$ cat src/design/udrb_pkg.sv
// shared types, command and status codes for the dual uart ring buffer
// also holds the nibble to upper-case hex ascii conversion
// no dependencies
`default_nettype none

package udrb_pkg;

  typedef logic [2:0] cmd_t;
  typedef logic [1:0] status_t;
  typedef logic [7:0] byte_t;

  localparam cmd_t CMD_LINE_RX  = 3'd0;
  localparam cmd_t CMD_HOST_RD  = 3'd1;
  localparam cmd_t CMD_HOST_WR  = 3'd2;
  localparam cmd_t CMD_HOST_HEX = 3'd3;
  localparam cmd_t CMD_TX_READY = 3'd4;

  localparam status_t ST_DONE       = 2'd0;
  localparam status_t ST_RX_EMPTY   = 2'd1;
  localparam status_t ST_TX_NO_ROOM = 2'd2;
  localparam status_t ST_RX_OVERRUN = 2'd3;

  localparam byte_t HEX_ALPHA_BASE = 8'h40;
  localparam byte_t HEX_DIGIT_BASE = 8'h30;
  localparam logic [3:0] HEX_NIB_MASK = 4'hF;
  localparam logic [3:0] HEX_NIB_MAX  = 4'd9;

  // nibble to ascii: 0-9 -> '0'-'9', 10-15 -> 'A'-'F'
  function automatic byte_t hex_digit(input logic [3:0] nib);
    logic [3:0] n;
    n = nib & HEX_NIB_MASK;
    if (n > HEX_NIB_MAX) begin
      hex_digit = {4'd0, n - HEX_NIB_MAX} | HEX_ALPHA_BASE;
    end else begin
      hex_digit = {4'd0, n} | HEX_DIGIT_BASE;
    end
  endfunction

endpackage

`default_nettype wire

$ cat src/design/udrb_ram.sv
// generic single write port, single read port ram with registered read
// no dependencies
`default_nettype none

module udrb_ram #(
  parameter int WIDTH = 8,
  parameter int DEPTH = 256
) (
  input  wire logic                               clk,
  input  wire logic                               we,
  input  wire logic [$clog2(DEPTH)-1:0]           waddr,
  input  wire logic [WIDTH-1:0]                   wdata,
  input  wire logic                               re,
  input  wire logic [$clog2(DEPTH)-1:0]           raddr,
  output logic      [WIDTH-1:0]                   rdata
);

  logic [WIDTH-1:0] mem_r [DEPTH];

  always_ff @(posedge clk) begin
    if (we) begin
      mem_r[waddr] <= wdata;
    end
    if (re) begin
      rdata <= mem_r[raddr];
    end
  end

endmodule

`default_nettype wire

$ cat src/design/uart_dual_ring_buffer_core.sv
// top level of the dual uart ring buffer: receive and transmit rings
// depends on udrb_pkg and udrb_ram
`default_nettype none

// usage
//   input channel (in_valid / in_stall): one command per transaction, in_cmd
//   selects line byte arrival, host read, host write, host hex write or
//   transmitter ready; in_data carries the byte where one is needed
//   result channel (out_valid / out_stall): exactly one result transaction
//   per command with status, the byte read by the host, the byte handed to
//   the transmitter and the two flags after the command
// result path
//   writes and empty/full answers: result registered the cycle after accept
//   host read and transmitter ready with data: the byte passes the ring
//   ram read register, then the output register
//   hex write: result registered the cycle after accept; the block then
//   stays busy in S_HEX2 to write the low digit through the single tx ram
//   write port. one command at a time: none is taken until back in idle
// reset
//   rst_n clears positions, flags and control; ram contents stay undefined
//   and are never returned before being written
// stall
//   a result waits in the output register while out_stall is high; no new
//   command is taken until that register is free or drains that cycle
module uart_dual_ring_buffer_core #(
  parameter int RX_DEPTH = 256,
  parameter int TX_DEPTH = 256
) (
  input  wire logic       clk,
  input  wire logic       rst_n,
  input  wire logic       in_valid,
  output logic            in_stall,
  input  wire logic [2:0] in_cmd,
  input  wire logic [7:0] in_data,
  output logic            out_valid,
  input  wire logic       out_stall,
  output logic [1:0]      out_status,
  output logic [7:0]      out_read_byte,
  output logic [7:0]      out_tx_byte,
  output logic            out_tx_byte_valid,
  output logic            out_rx_pending,
  output logic            out_tx_request_enable
);

  localparam int RAW = $clog2(RX_DEPTH);
  localparam int TAW = $clog2(TX_DEPTH);
  localparam logic [RAW-1:0] RX_LAST = RAW'(RX_DEPTH - 1);
  localparam logic [TAW-1:0] TX_LAST = TAW'(TX_DEPTH - 1);

  // sequencer states
  localparam logic [1:0] S_IDLE = 2'd0;
  localparam logic [1:0] S_READ = 2'd1;
  localparam logic [1:0] S_HEX2 = 2'd2;

  // control state
  logic [1:0]     state_r, state_nxt;
  logic [RAW-1:0] rx_wp_r, rx_wp_nxt, rx_rp_r, rx_rp_nxt;
  logic [TAW-1:0] tx_wp_r, tx_wp_nxt, tx_rp_r, tx_rp_nxt;
  logic           rx_pend_r, rx_pend_nxt;
  logic           tx_req_r, tx_req_nxt;
  logic           out_valid_r, out_valid_nxt;
  logic           rd_is_tx_r, rd_is_tx_nxt;

  // payload registers
  udrb_pkg::status_t out_status_r, out_status_nxt;
  udrb_pkg::byte_t   out_rbyte_r, out_rbyte_nxt;
  udrb_pkg::byte_t   out_tbyte_r, out_tbyte_nxt;
  logic              out_tvalid_r, out_tvalid_nxt;
  udrb_pkg::byte_t   hex_lo_r, hex_lo_nxt;

  // ram ports
  logic            rx_we, rx_re, tx_we, tx_re;
  logic [RAW-1:0]  rx_waddr, rx_raddr;
  logic [TAW-1:0]  tx_waddr, tx_raddr;
  udrb_pkg::byte_t tx_wdata, rx_rdata, tx_rdata;

  logic           out_free, accept;
  logic [RAW-1:0] rx_wp_inc, rx_rp_inc;
  logic [TAW-1:0] tx_wp_inc, tx_wp_inc2, tx_rp_inc;

  assign out_free = !out_valid_r || !out_stall;
  assign in_stall = !((state_r == S_IDLE) && out_free);
  assign accept   = in_valid && !in_stall;

  // position advance with wrap at the ring depth
  assign rx_wp_inc  = (rx_wp_r == RX_LAST) ? '0 : rx_wp_r + 1'b1;
  assign rx_rp_inc  = (rx_rp_r == RX_LAST) ? '0 : rx_rp_r + 1'b1;
  assign tx_wp_inc  = (tx_wp_r == TX_LAST) ? '0 : tx_wp_r + 1'b1;
  assign tx_wp_inc2 = (tx_wp_inc == TX_LAST) ? '0 : tx_wp_inc + 1'b1;
  assign tx_rp_inc  = (tx_rp_r == TX_LAST) ? '0 : tx_rp_r + 1'b1;

  always_comb begin
    state_nxt      = state_r;
    rx_wp_nxt      = rx_wp_r;
    rx_rp_nxt      = rx_rp_r;
    tx_wp_nxt      = tx_wp_r;
    tx_rp_nxt      = tx_rp_r;
    rx_pend_nxt    = rx_pend_r;
    tx_req_nxt     = tx_req_r;
    out_valid_nxt  = out_valid_r && out_stall;
    rd_is_tx_nxt   = rd_is_tx_r;
    out_status_nxt = out_status_r;
    out_rbyte_nxt  = out_rbyte_r;
    out_tbyte_nxt  = out_tbyte_r;
    out_tvalid_nxt = out_tvalid_r;
    hex_lo_nxt     = hex_lo_r;
    rx_we    = 1'b0;
    rx_waddr = rx_wp_inc;
    rx_re    = 1'b0;
    rx_raddr = rx_rp_inc;
    tx_we    = 1'b0;
    tx_waddr = tx_wp_inc;
    tx_wdata = in_data;
    tx_re    = 1'b0;
    tx_raddr = tx_rp_inc;

    unique case (state_r)
      S_IDLE: begin
        if (accept) begin
          // default result: done, no bytes, shown next cycle
          out_status_nxt = udrb_pkg::ST_DONE;
          out_rbyte_nxt  = '0;
          out_tbyte_nxt  = '0;
          out_tvalid_nxt = 1'b0;
          out_valid_nxt  = 1'b1;
          case (in_cmd)
            udrb_pkg::CMD_LINE_RX: begin
              if (rx_wp_inc == rx_rp_r) begin
                out_status_nxt = udrb_pkg::ST_RX_OVERRUN;
              end else begin
                rx_we       = 1'b1;
                rx_wp_nxt   = rx_wp_inc;
                rx_pend_nxt = 1'b1;
              end
            end
            udrb_pkg::CMD_HOST_RD: begin
              if (rx_wp_r == rx_rp_r) begin
                out_status_nxt = udrb_pkg::ST_RX_EMPTY;
              end else begin
                // byte comes back from the ram next cycle
                rx_re         = 1'b1;
                rx_rp_nxt     = rx_rp_inc;
                rx_pend_nxt   = rx_pend_r && (rx_wp_r != rx_rp_inc);
                rd_is_tx_nxt  = 1'b0;
                out_valid_nxt = 1'b0;
                state_nxt     = S_READ;
              end
            end
            udrb_pkg::CMD_HOST_WR: begin
              if (tx_wp_inc == tx_rp_r) begin
                out_status_nxt = udrb_pkg::ST_TX_NO_ROOM;
              end else begin
                tx_we      = 1'b1;
                tx_wp_nxt  = tx_wp_inc;
                tx_req_nxt = 1'b1;
              end
            end
            udrb_pkg::CMD_HOST_HEX: begin
              // needs two free slots or nothing is stored
              if ((tx_wp_inc == tx_rp_r) || (tx_wp_inc2 == tx_rp_r)) begin
                out_status_nxt = udrb_pkg::ST_TX_NO_ROOM;
              end else begin
                tx_we      = 1'b1;
                tx_wdata   = udrb_pkg::hex_digit(in_data[7:4]);
                tx_wp_nxt  = tx_wp_inc2;
                tx_req_nxt = 1'b1;
                hex_lo_nxt = udrb_pkg::hex_digit(in_data[3:0]);
                state_nxt  = S_HEX2;
              end
            end
            udrb_pkg::CMD_TX_READY: begin
              if (tx_wp_r != tx_rp_r) begin
                tx_re         = 1'b1;
                tx_rp_nxt     = tx_rp_inc;
                rd_is_tx_nxt  = 1'b1;
                out_valid_nxt = 1'b0;
                state_nxt     = S_READ;
              end else begin
                // drained: stop asking the transmitter
                tx_req_nxt = 1'b0;
              end
            end
            default: begin
            end
          endcase
        end
      end
      S_READ: begin
        // output register is free here: it was free or draining at accept
        if (rd_is_tx_r) begin
          out_tbyte_nxt  = tx_rdata;
          out_tvalid_nxt = 1'b1;
        end else begin
          out_rbyte_nxt = rx_rdata;
        end
        out_valid_nxt = 1'b1;
        state_nxt     = S_IDLE;
      end
      S_HEX2: begin
        // low digit into the slot the write position now points at
        tx_we     = 1'b1;
        tx_waddr  = tx_wp_r;
        tx_wdata  = hex_lo_r;
        state_nxt = S_IDLE;
      end
      default: begin
        state_nxt = S_IDLE;
      end
    endcase
  end

  always_ff @(posedge clk) begin
    if (!rst_n) begin
      state_r     <= S_IDLE;
      rx_wp_r     <= '0;
      rx_rp_r     <= '0;
      tx_wp_r     <= '0;
      tx_rp_r     <= '0;
      rx_pend_r   <= 1'b0;
      tx_req_r    <= 1'b0;
      out_valid_r <= 1'b0;
      rd_is_tx_r  <= 1'b0;
    end else begin
      state_r     <= state_nxt;
      rx_wp_r     <= rx_wp_nxt;
      rx_rp_r     <= rx_rp_nxt;
      tx_wp_r     <= tx_wp_nxt;
      tx_rp_r     <= tx_rp_nxt;
      rx_pend_r   <= rx_pend_nxt;
      tx_req_r    <= tx_req_nxt;
      out_valid_r <= out_valid_nxt;
      rd_is_tx_r  <= rd_is_tx_nxt;
    end
  end

  // payload, flags are captured with the result and held while stalled
  logic rx_pend_out_r, tx_req_out_r;

  always_ff @(posedge clk) begin
    out_status_r  <= out_status_nxt;
    out_rbyte_r   <= out_rbyte_nxt;
    out_tbyte_r   <= out_tbyte_nxt;
    out_tvalid_r  <= out_tvalid_nxt;
    hex_lo_r      <= hex_lo_nxt;
    if (accept) begin
      rx_pend_out_r <= rx_pend_nxt;
      tx_req_out_r  <= tx_req_nxt;
    end
  end

  udrb_ram #(
    .WIDTH (8),
    .DEPTH (RX_DEPTH)
  ) u_rx_ram (
    .clk   (clk),
    .we    (rx_we),
    .waddr (rx_waddr),
    .wdata (in_data),
    .re    (rx_re),
    .raddr (rx_raddr),
    .rdata (rx_rdata)
  );

  udrb_ram #(
    .WIDTH (8),
    .DEPTH (TX_DEPTH)
  ) u_tx_ram (
    .clk   (clk),
    .we    (tx_we),
    .waddr (tx_waddr),
    .wdata (tx_wdata),
    .re    (tx_re),
    .raddr (tx_raddr),
    .rdata (tx_rdata)
  );

  assign out_valid             = out_valid_r;
  assign out_status            = out_status_r;
  assign out_read_byte         = out_rbyte_r;
  assign out_tx_byte           = out_tbyte_r;
  assign out_tx_byte_valid     = out_tvalid_r;
  assign out_rx_pending        = rx_pend_out_r;
  assign out_tx_request_enable = tx_req_out_r;

endmodule

`default_nettype wire

$ cat config.mk
export PLATFORM = sky130hd
export DESIGN_NAME = uart_dual_ring_buffer_core
export DESIGN_NICKNAME = d
export VERILOG_FILES = /design/src/design/udrb_pkg.sv /design/src/design/udrb_ram.sv /design/src/design/uart_dual_ring_buffer_core.sv
export SDC_FILE = /design/constraint.sdc
export NUM_CORES = 2
export LEC_CHECK = 0
export BUFFER_PORTS_ARGS = -buffer_cell sky130_fd_sc_hd__buf_2
export CAP_MARGIN = 5
export CORE_MARGIN = 2
export CORE_UTILIZATION = 50
export CTS_CLUSTER_DIAMETER = 40
export CTS_CLUSTER_SIZE = 30
export DETAILED_ROUTE_END_ITERATION = 7
export GPL_ROUTABILITY_DRIVEN = 1
export PLACE_DENSITY_LB_ADDON = 0.08
export SYNTH_ARGS = -nofsm -noshare
export SYNTH_HDL_FRONTEND = slang
export SYNTH_SLANG_ARGS = --single-unit
export TNS_END_PERCENT = 100
$ cat constraint.sdc
create_clock -name clk -period 14.3 [get_ports clk]
set_input_delay 1.43 -clock clk [delete_from_list [all_inputs] [get_ports clk]]
set_output_delay 1.43 -clock clk [all_outputs]
set_load 0.1 [all_outputs]
Yosys cells after proc, flatten, opt, wreduce, memory -nomap -nowiden

Memory sizes are Yosys's and may differ from the RTL's. A register that Yosys moved wholly into a read port is not among the register bits.
Cells that the tools add are included.

$add $sub $neg: 7
Mux-type cells: 72
Shift operators: 0
Bitwise gates (word level): 3
Reduce and logical (&&, ||, !) cells: 26
Eq/ne operators: 24
Div/mod/pow operators: 0
$mul: 0
$lt $le $gt $ge: 2

Operator list:

| operator                                                              | count |
|---|---|
| 8-bit two-way mux                                                     | 14 |
| 8-bit one-hot mux with 2 select lines                                 | 4 |
| 8-bit by 1-bit adder with 8-bit output, second input constant         | 5 |
| 8-bit equality test, second input constant                            | 5 |
| 1-bit two-way mux                                                     | 36 |
| 8-bit equality test                                                   | 4 |
| 8-bit inequality test                                                 | 2 |
| 4-bit AND reduction                                                   | 4 |
| 5-bit AND reduction                                                   | 3 |
| 7-bit two-way mux                                                     | 2 |
| 2-bit inequality test, second input constant                          | 7 |
| 1-bit one-hot mux with 2 select lines                                 | 7 |
| 2-bit two-way mux                                                     | 6 |
| 4-bit greater-than comparator, second input constant                  | 2 |
| 2-bit one-hot mux with 4 select lines                                 | 1 |
| 4-bit subtractor, second input constant                               | 2 |
| 3-bit by 2-bit equality test with 1-bit output, second input constant | 2 |
| 2-bit one-hot mux with 3 select lines                                 | 1 |
| 3-bit AND reduction                                                   | 2 |
| 2-bit nonzero test                                                    | 3 |
| 1-bit logical AND                                                     | 4 |
| 2-bit AND reduction                                                   | 2 |
| 3-bit by 1-bit equality test with 1-bit output, second input constant | 1 |
| 3-bit equality test, second input constant                            | 1 |
| 9 further kinds                                                       | 14 |

Input port bits: 15
Memory bits (read-only): 0
Latch bits: 0
Register bits after elaboration: 67
RAM bits: 4096
Logic and storage cells: 152
Memories kept: 2

Memory list:

| memory         | depth | width | read ports | clocked after memory_dff | wr ports | RTL line       | source |
|---|---|---|---|---|---|---|---|
| u_rx_ram.mem_r | 256   | 8     | 1          | 1                        | 1        | udrb_ram.sv:18 | `logic [WIDTH-1:0] mem_r [DEPTH];` |
| u_tx_ram.mem_r | 256   | 8     | 1          | 1                        | 1        | udrb_ram.sv:18 |  |

Longest topological paths before layout

Word-level depth: 12
Mapped depth: 16
Depth with buffers taken out: 13

Modules after synthesis

From an unflattened synthesis, not the netlist that was laid out.

Cell total of the unflattened synthesis: 8062
Area total of the unflattened synthesis: 164282.6 um2

By module, submodules not included:

| module                     | cells each | area each (um2) | sequential area each (um2) | times used |
|---|---|---|---|---|
| udrb_ram                   | 3733       | 79636.4         | 61739.2                    | 2 |
| uart_dual_ring_buffer_core | 596        | 5009.8          | 1571.5                     | 1 |

Worst setup path before layout

No wires, ideal clock.

Kind: flip-flop to flip-flop
Start point: register tx_wp_r[0]
End point: memory u_tx_ram.mem_r[0][4], data pin
Arrival: 13.433 ns
Setup slack: -1.406 ns
Stages on the path, launching flop included: 14
Path buffers: 2
Cells stage by stage: dfxtp_1 -> buf_2 -> inv_1 -> ha_1 -> clkbuf_1 -> o41ai_1 -> mux2i_1 -> nor2_1 -> a221oi_1 -> a2111oi_4 -> a211oi_1 -> nand2_1 -> a21o_1 -> a21boi_0

Cells in the longest elaborated chain, start to end: 10

Ends and longest elaborated chain:

| element                                                                              | RTL line                          | source |
|---|---|---|
| start, declared                                                                      | uart_dual_ring_buffer_core.sv:58  | `logic [TAW-1:0] tx_wp_r, tx_wp_nxt, tx_rp_r, tx_rp_nxt;` |
| start signal, assigned                                                               | uart_dual_ring_buffer_core.sv:227 | `tx_wp_r <= tx_wp_nxt;` |
| 8-bit by 1-bit adder with 8-bit output / 8-bit equality test (equally long branches) | uart_dual_ring_buffer_core.sv:88  | `assign tx_wp_inc = (tx_wp_r == TX_LAST) ? '0 : tx_wp_r + 1'b1;` |
| 8-bit two-way mux *                                                                  | uart_dual_ring_buffer_core.sv:88  |  |
| 8-bit by 1-bit adder with 8-bit output / 8-bit equality test (equally long branches) | uart_dual_ring_buffer_core.sv:89  | `assign tx_wp_inc2 = (tx_wp_inc == TX_LAST) ? '0 : tx_wp_inc + 1'b1;` |
| 8-bit two-way mux                                                                    | uart_dual_ring_buffer_core.sv:89  |  |
| 8-bit equality test                                                                  | uart_dual_ring_buffer_core.sv:160 | `if ((tx_wp_inc == tx_rp_r) \|\| (tx_wp_inc2 == tx_rp_r)) begin` |
| 1-bit logical OR *                                                                   | uart_dual_ring_buffer_core.sv:160 |  |
| 8-bit two-way mux *                                                                  | uart_dual_ring_buffer_core.sv:160 |  |
| 8-bit two-way mux *                                                                  | uart_dual_ring_buffer_core.sv:126 | `case (in_cmd)` |
| 8-bit two-way mux *                                                                  | uart_dual_ring_buffer_core.sv:119 | `if (accept) begin` |
| 8-bit one-hot mux with 2 select lines *                                              | uart_dual_ring_buffer_core.sv:117 | `unique case (state_r)` |
| net tx_wdata[4]                                                                      | uart_dual_ring_buffer_core.sv:75  | `udrb_pkg::byte_t tx_wdata, rx_rdata, tx_rdata;` |
| end, declared                                                                        | udrb_ram.sv:18                    |  |

Mark *: on every way through the listed nets, which the timed path passes. The rest lies on a longest branch.

Final worst setup path

Start point: register rx_rp_r[0]
End point: register u_rx_ram.rdata[5], read port of u_rx_ram.mem_r, data pin

RTL lines:

| element                                                                              | RTL line                          | source |
|---|---|---|
| start, declared                                                                      | uart_dual_ring_buffer_core.sv:57  | `logic [RAW-1:0] rx_wp_r, rx_wp_nxt, rx_rp_r, rx_rp_nxt;` |
| start signal, assigned                                                               | uart_dual_ring_buffer_core.sv:226 | `rx_rp_r <= rx_rp_nxt;` |
| 8-bit by 1-bit adder with 8-bit output / 8-bit equality test (equally long branches) | uart_dual_ring_buffer_core.sv:87  | `assign rx_rp_inc = (rx_rp_r == RX_LAST) ? '0 : rx_rp_r + 1'b1;` |
| 8-bit two-way mux *                                                                  | uart_dual_ring_buffer_core.sv:87  |  |
| net rx_raddr[1]                                                                      | uart_dual_ring_buffer_core.sv:73  | `logic [RAW-1:0] rx_waddr, rx_raddr;` |
| end, declared                                                                        | udrb_ram.sv:15                    | `output logic [WIDTH-1:0] rdata` |

Marks and branches as above.
A chain may end at the register's enable or synchronous reset.

==> impl_metrics.tcl <==
set metrics [dict create \
    starting_density_of_the_core_pct 50.2 \
    tritoncts_clock_tree "yes" \
    nets 9577 \
    timing.hold.worst.class "reg -> reg" \
    cts_buffer_depth 4 \
    fin_cells 14400 \
    insertion_delay_ps 1040 \
    grt_usage_pct 27.6 \
    die_height_um 577 \
    synth.avg_cell_area_um2 17.8 \
    first_global_vias 89400 \
    power.density_nw_per_um2 149 \
    worst_slew_margin_rel_pct -1.23 \
    post-cts-setup-buffers 0 \
    clock-root-buffer "sky130_fd_sc_hd__clkbuf_16" \
    floorplan.die.width_um 577 \
    yosys.cell_count.top_type "sky130_fd_sc_hd__edfxtp_1" \
    ys_top_cells_by_area "sky130_fd_sc_hd__edfxtp_1 (76%), sky130_fd_sc_hd__mux4_2 (10%), sky130_fd_sc_hd__nand2_1 (2.3%), sky130_fd_sc_hd__nor2_1 (1.4%), sky130_fd_sc_hd__nand3_1 (1.2%)" \
    floorplan.core_area_um2 327000 \
    detailroute.via_count 90400 \
    timing.final.setup_violations 0 \
    crit_fanout 139 \
    postSynth.asyncResetShare_pct 0 \
    grt_setup_unrepaired "false" \
    route.detailed.vias_per_inst 6.28 \
    post-dp-hpwl_um 281000 \
    dr.first_iter.drc_count 10500 \
    crit-reg2reg-launch "rx_rp_r[0]" \
    total_number_of_placement_rows 210 \
    finalPower_uw 28200 \
    detail_route.first_pass.iterations 6 \
    number_of_cells_produced_by_synthesis 9243 \
    final_layout_size_suffix_gt1_share_pct 20.7 \
    netlist.area_leader.share_pct 75.7 \
    netlist-cell-type-count 84 \
    clock_skew_ps 57.7 \
    crit_slowest_cell "sky130_fd_sc_hd__o21ai_0" \
    grt_first_pass_wirelength_um 660000 \
    antenna_found_initial 15 \
    report.final.hold_viol_count 0 \
    cts.sinks 4177 \
    synth.net_count 9271 \
    port-buffer-count 37 \
    fmaxAchievable_mhz 142 \
    timing.critical_path.from "rx_rp_r[0]" \
    run_status "finished with violations" \
    worst_path_largest_cell_delay_ps 900 \
    max_cap_viol_count 2 \
    crit_required_ps 15000 \
    yosysSeqAreaShare_pct 76.1 \
    min_from "u_tx_ram.rdata[0]" \
    synth.yosys.warnings 0 \
    worst_ir_drop_vdd_mv 0.127 \
    synth_area_leader_cell "sky130_fd_sc_hd__edfxtp_1" \
    grt_start_max_net_pins 202 \
    critical_path.cell_chain "buf_4, ha_4, buf_12, buf_12, buf_4, buf_4, mux4_2, a221oi_1, nand2_1, and3_1, o21ai_0, o41ai_1" \
    post_synth_most_frequent_cells "sky130_fd_sc_hd__edfxtp_1 (4139), sky130_fd_sc_hd__nand2_1 (999), sky130_fd_sc_hd__mux4_2 (748)" \
    r2r.worst_path.cells 12 \
    area_growth_syn_to_layout_pct 15.3 \
    fin_crit_ps 7060 \
    post_synthesis_cell_area_um2 164000 \
    route.detailed.wl_per_inst_um 32.2 \
    stdcell_area_um2 189000 \
    clock_transition_at_path_regs_ps 60 \
    critical_path.most_common_cell "sky130_fd_sc_hd__buf_4" \
    critPathCaptureType "flop" \
    post-route-util_pct 57.9 \
    final-max-slew-violation-count 5 \
    ant_nets 0 \
    die_area_um2 333000 \
    timing.critical_path.arrival_ps 7760 \
    timing.setup.tns_ps 0 \
    place.detailed.instances 13300 \
    htreeDepth 6 \
    worstSetupPathType "reg -> reg" \
    design.portCount 38 \
    synthFlopType "sky130_fd_sc_hd__edfxtp_1" \
    static-leakage-power_uw 0.0602 \
    worst_setup_path_start_kind "flop" \
    synth-edff-count 4139 \
    routed_wirelength_um 463000 \
    failed_checks "max-capacitance violations, max-slew violations" \
    cts_inserted_buffers 546 \
    cell_area_after_placement_um2 170000 \
    worstHoldPathCells 1 \
    grt.overflow.total 0 \
    ys_ff_latch 4177 \
    timing_worst_slew_pin_value_ps 1520 \
    post_cts_hold_buffer_count 0 \
    drc_errors 0 \
    gpl.final_weighted_congestion 0.870 \
    min_period_over_period_pct 49.4 \
    post_cts.resized_instances 0 \
]
==> registers in the layout, summed over array words and instances, names as in the netlist, 2 cells and up <==
| signal | count |
|---|---|
| u_rx_ram.mem_r | 2048 |
| rx_wp_r | 8 |
| out_status | 2 |
| out_tx_byte | 8 |
| tx_wp_r | 8 |
| u_tx_ram.rdata | 8 |
| tx_rp_r | 8 |
| out_read_byte | 8 |
| hex_lo_r | 6 |
| rx_rp_r | 8 |
| state_r | 2 |
| u_rx_ram.rdata | 8 |
| u_tx_ram.mem_r | 2048 |
==> stage by stage <==
| step | worst slack [ps] | hold WS [ps] |
|---|---|---|
| 2_1_floorplan | -1410 | 496 |
| 3_3_place_gp | 7500 | 526 |
| 3_5_place_dp | 7430 | 520 |
| 4_1_cts | 7410 | 533 |
| 5_1_grt | 7140 | 545 |
| 6_report | 7240 | 528 |
==> worst max-delay path: cells and delay by family (launching register included) <==
kind | cells | cell delay, ps
AO/OA/AOI/OAI | 3 | 1430
multiplexers | 1 | 410
buffers and inverters | 5 | 2940
flip-flops | 1 | 300
AND/OR/NAND/NOR | 2 | 520
adder cells (fa/ha/maj) | 1 | 630
==> final timing paths <==
kind         slack [ps]           endpoint
max reg2reg        7240  u_rx_ram.rdata[5]
max                7240  u_rx_ram.rdata[5]
min reg2reg         530     out_tx_byte[0]
min                 530     out_tx_byte[0]
==> placed cells by master, fill, tap and decap left out, types with 135 or more instances in the layout <==
master / instances
sky130_fd_sc_hd__a21oi_1: 230
sky130_fd_sc_hd__a31oi_1: 140
sky130_fd_sc_hd__buf_4: 273
sky130_fd_sc_hd__clkbuf_16: 567
sky130_fd_sc_hd__edfxtp_1: 4139
sky130_fd_sc_hd__mux4_2: 748
sky130_fd_sc_hd__nand2_1: 994
sky130_fd_sc_hd__nand3_1: 399
sky130_fd_sc_hd__nor2_1: 604
sky130_fd_sc_hd__nor3_1: 135
sky130_fd_sc_hd__o22ai_1: 162
==> cell type report <==
class,instances,area [um^2]
diodes,48,120
clock buffers,607,14300
clock inverters,392,4560
fillers,24400,138000
inverters,23,86.3
multi-input cells,4475,37200
flip-flops and latches,4177,125000
well taps,4346,5440
repair buffers,326,2610
==> kinds of logic (layout without fill, tap and decap cells) <==
kind of cell,after synthesis,in the layout,synth area share (%)
AO/OA/AOI/OAI,1028,1028,4.17
XOR/XNOR,71,71,0.387
other,0,48,0
flip-flops,4177,4177,76.1
buffers and inverters,591,1348,1.51
multiplexers,865,865,11.0
adder cells (fa/ha/maj),13,13,0.0990
AND/OR/NAND/NOR,2498,2498,6.73
==> report_power, final <==
group          switching, uW  internal (uW)
clock                   5480           8580
sequential              6.80          13500
combinational            485            114
total                   5970          22200
==> routing by layer <==
metal  global-route usage, %  wire length (um)
met1                    37.6            183000
met2                    44.5            224000
met3                    4.70             34600
met4                    11.6             21300
met5                       0                37
Power figures use the tool's default switching activity.
